## src/sv/hcbp_ram.sv

```systemverilog
// ----------------------------------------------------------------------------
// hcbp_ram
// Generic single-port synchronous RAM with registered read data.
// ----------------------------------------------------------------------------
module hcbp_ram #(
	parameter int WIDTH = 8,
	parameter int DEPTH = 256
) (
	input  logic                     clk,
	input  logic                     we,
	input  logic                     re,
	input  logic [$clog2(DEPTH)-1:0] addr,
	input  logic [WIDTH-1:0]         wdata,
	output logic [WIDTH-1:0]         rdata
);

	logic [WIDTH-1:0] mem_q [DEPTH];
	logic [WIDTH-1:0] rdata_q;

	always_ff @(posedge clk) begin
		if (we) begin
			mem_q[addr] <= wdata;
		end
		if (re) begin
			rdata_q <= mem_q[addr];
		end
	end

	assign rdata = rdata_q;

endmodule

```

## config.mk

```make
export PLATFORM = sky130hd
export DESIGN_NAME = hcbp_ram
export DESIGN_NICKNAME = d
export VERILOG_FILES = /design/src/sv/hcbp_ram.sv
export SDC_FILE = /design/constraint.sdc
export NUM_CORES = 2
export LEC_CHECK = 0
export BUFFER_PORTS_ARGS = -buffer_cell sky130_fd_sc_hd__buf_2
export CAP_MARGIN = 10
export CORE_MARGIN = 2
export CORE_UTILIZATION = 55
export CTS_BUF_LIST = sky130_fd_sc_hd__clkbuf_4 sky130_fd_sc_hd__clkbuf_8
export DETAILED_ROUTE_END_ITERATION = 10
export GPL_TIMING_DRIVEN = 1
export PLACE_DENSITY = 0.71
export RECOVER_POWER = 25
export SLEW_MARGIN = 20
export SYNTH_ARGS = -nofsm -noshare
export SYNTH_HDL_FRONTEND = slang
export SYNTH_SLANG_ARGS = --single-unit
```

## constraint.sdc

```tcl
create_clock -name clk -period 2.9 [get_ports clk]
set_clock_uncertainty 0.15 [all_clocks]
set_input_delay 0 -clock clk [delete_from_list [all_inputs] [get_ports clk]]
set_output_delay 0 -clock clk [all_outputs]
set_load 0.01 [all_outputs]
```

Yosys cells after proc, flatten, opt, wreduce, memory -nomap -nowiden
Memories as Yosys holds them, arrays and structs flattened. A register that Yosys moved wholly into a read port is not among the register bits.
Index checks and enable logic that the tools add are counted.

storage, ports and cells
  memories kept = 1
  register bits = 0
  input bits = 19
  logic and storage cells = 3
  RAM bits = 2048

operators by class
  muxes and demuxes = 2

memories
  memory  depth  width  rd ports  clocked after memory_dff  write ports  RTL line  RTL
  mem_q   256    8      1         1                         1            17        logic [WIDTH-1:0] mem_q [DEPTH];

operator list
  cell               count
  two-way mux 1 bit  2

Logic depth before layout (Yosys ltp)
  depth in word-level cells = 2
  depth in mapped cells = 10
  depth with buffers taken out = 5

Least setup slack after synthesis
Ideal clock, no wire load.

  path kind = input port to flip-flop
  from = in addr[1]
  to = mem mem_q[111][0], enable pin
  data arrival time = 1849 ps
  cell stages on the path = 9
  setup slack = 531 ps
  library setup time = 370 ps
  data required time = 2380 ps
  path through = buf_2 > clkbuf_1 > clkbuf_1 > nand2_1 > buf_2 > nor2_1 > nand2_1 > clkbuf_1 > nor2_1

RTL lines
  element          RTL line  RTL
  start, declared  12        input logic [$clog2(DEPTH)-1:0] addr,
  end, declared    17

Straight into the memory's write port.

Worst setup path after layout
  from = in wdata[4]
  to = mem mem_q[114][4] (data pin)

RTL lines
  element          RTL line  RTL
  start, declared  13        input logic [WIDTH-1:0] wdata,

Straight into the memory's write port.

==> flow_summary.ini <==
[placement]
placed_area_mm2 = 0.0848
globalplace.congestion = 0.811
place_inst = 5748
portBuffers = 26
dp_hpwl_mm = 116

[routing]
drt_iter0_markers = 5227
vias = 40300
wl_per_cell_um = 30.1
drt_pre_antenna_iters = 6
drc = 0
drtAntennaViolNets = 0
detail_route.vias_per_cell = 6.36
wirelength_mm = 191

[yosys]
ys_types = 21
ys_ff_latch = 2056
synthCells = 3547
synthesis.area_mm2 = 0.0786
synth_warnings = 0
yosysSeqAreaShare_pct = 78.6
syn_avg_cell_area_um2 = 22.2
synth_fp_nets = 3566

[sta]
maxSlewViolCount = 496
fmax_mhz = 357
setup_violations = 0
worstMarginPinSlew_ns = 2.00
hold_viol_final = 0
rsz0062_at_grt = no
period_minus_slack_ns = 2.80
period_share_pct = 96.6
slew_headroom_pct = -33.1

[worst_setup_path]
end_kind = flip-flop
path_class = input port to flip-flop
setup.worst_path.start_class = input port
crit_arrival_ns = 3.15
required_ns = 3.25
crit_path_max_fanout = 82

[power_and_ir_drop]
ir_drop_uv = 374
powerDensity_mw_per_mm2 = 650
p_leak_nw = 29.0

[die]
dieArea_mm2 = 0.146
core_area_mm2 = 0.142
pin_count = 27
die_y_um = 382
start_util_pct = 55.4
placementRows = 138
die_w_um = 382

[clocking]
clk_latency_ns = 1.02
cts.sink_count = 2056
cts_setup_buffers = 0
cts_buffers = 334
cts_buffer_depth = 4
root_buffer = clkbuf_8
cts_tree = built
path_clk_slew_ns = 0.06
cts_max_level = 5

[layout]
num-nets-final = 4251
syn2layout_area_growth_pct = 15.9
final_util_pct = 64.2
drive_gt1_share_pct = 34.9
design_area_mm2 = 0.0911
final_cell_count_no_fill = 6338

[grt]
grt_usage_pct = 26.4
antenna_found_initial = 8
grt_max_degree = 105
grt_pass1_vias = 40400
grt_pass1_wl_mm = 277
grt_overflow = 0

[status]
status = complete, but fails checks
violations = max-capacitance violations, max-slew violations

[worst_hold_path]
min_path_type = input port to flip-flop

[job]
drv_cap = 8
-- synthesized netlist by cell type --
| cell type | count | area, um2 |
|---|---|---|
| inv_1 | 1 | 3.75 |
| nand3_1 | 13 | 65.1 |
| clkbuf_1 | 145 | 544 |
| nor3_1 | 30 | 150 |
| mux4_2 | 512 | 11500 |
| o41ai_1 | 32 | 280 |
| nand2b_1 | 6 | 37.5 |
| nand2_1 | 28 | 105 |
| and2_1 | 3 | 18.8 |
| nor2_1 | 232 | 871 |
| buf_4 | 16 | 120 |
| edfxtp_1 | 2056 | 61700 |
| or2_2 | 2 | 12.5 |
| or3_1 | 1 | 6.26 |
| nand4_1 | 8 | 50.1 |
| nor2b_1 | 7 | 43.8 |
| buf_2 | 36 | 180 |
| buf_1 | 19 | 71.3 |
| a22oi_1 | 256 | 1920 |
| a21oi_1 | 128 | 641 |
| buf_6 | 16 | 180 |
-- registers in the layout, indices dropped and copies added, names as in the netlist --
register / count
rdata: 8
mem_q: 2048
-- placed cells by master, fill, tap and decap left out, types with 3 or more instances in the layout --
master / n
a21oi_1: 128
a22oi_1: 256
buf_12: 53
buf_2: 15
buf_4: 451
buf_8: 3
bufinv_16: 6
clkbuf_1: 10
clkbuf_2: 13
clkbuf_4: 103
clkbuf_8: 340
clkinv_1: 69
clkinv_2: 28
clkinvlp_4: 5
dlygate4sd3_1: 30
edfxtp_1: 2056
inv_6: 3
mux4_2: 512
nand2_1: 27
nand2b_1: 4
nand3_1: 11
nand4_1: 8
nor2_1: 231
nor2b_1: 5
nor3_1: 30
o41ai_1: 25
o41ai_2: 6
-- stage by stage --
stage | worst slack, ns | setup TNS, ns | power [mW] | hold slack [ns]
2_1_floorplan | 0.531 | 0 | 34.9 | -0.0511
3_3_place_gp | -0.946 | -2.71 | 36.3 | 0.266
3_5_place_dp | -0.501 | -1.92 | 36.3 | 0.257
4_1_cts | 0.0465 | 0 | 59.6 | 0.00735
5_1_grt | 0.0503 | 0 | 60.9 | 0.0674
6_report | 0.0986 | 0 | 59.2 | 0.104
-- worst max-delay path: stages --
cell	delay, ns
dlygate4sd3_1	0.52
dlygate4sd3_1	0.54
clkbuf_1	0.60
clkbuf_2	1.42
-- kinds of logic (layout without fill, tap and decap cells) --
kind of cell,count (synthesis),count (layout),share of synthesized area (%)
and+or+nand+nor,330,330,1.73
buffers and inverters,233,1132,1.40
AOI/OAI and AO/OA,416,416,3.62
muxes,512,512,14.7
other,0,2,0
DFF,2056,2056,78.6
-- per-layer routing --
layer | GRT usage, % | vias up | share of wire (%)
met3 | 6.36 | 300 | 11
met4 | 7.31 | 6 | 2.4
met5 | 0 | - | 0.021
li1 | - | 16500 | -
met1 | 37.6 | 21200 | 38
met2 | 41.5 | 2336 | 49
-- report_power, final --
part / internal, mW / leakage, nW / switching (mW)
Sequential: 32.8 / 18.5 / 0.0288
Combinational: 1.13 / 7.33 / 1.84
Clock: 12.6 / 3.22 / 10.8
-- path summary, 6_finish.rpt --
| path | start | slack (ns) | end | cells after the start |
|---|---|---|---|---|
| setup / recovery | wdata[4] | 0.1 | mem_q[114][4] | 4 |
| hold / removal | addr[0] | 0.10 | mem_q[150][6] | 7 |
| setup reg to reg | mem_q[251][7] | 0.12 | rdata[7] | 6 |
| hold reg to reg | mem_q[43][7] | 0.93 | rdata[7] | 5 |
-- timing repair --
action,CTS,global route
endpoints found under the setup margin,3,1
hold buffers,38,0
gates resized for setup,4,1
endpoints found under the hold margin,3864,0
-- final cells by class --
cell class / count / area, um2
Tap cell: 1890 / 2360
Clock inverter: 111 / 643
Multi-Input combinational cell: 1258 / 15800
Inverter: 1 / 3.75
Sequential cell: 2056 / 61700
Fill cell: 9136 / 50700
Timing Repair Buffer: 581 / 5050
Clock buffer: 439 / 5420
Antenna cell: 2 / 5.00
(Power assumes the default switching activity.)
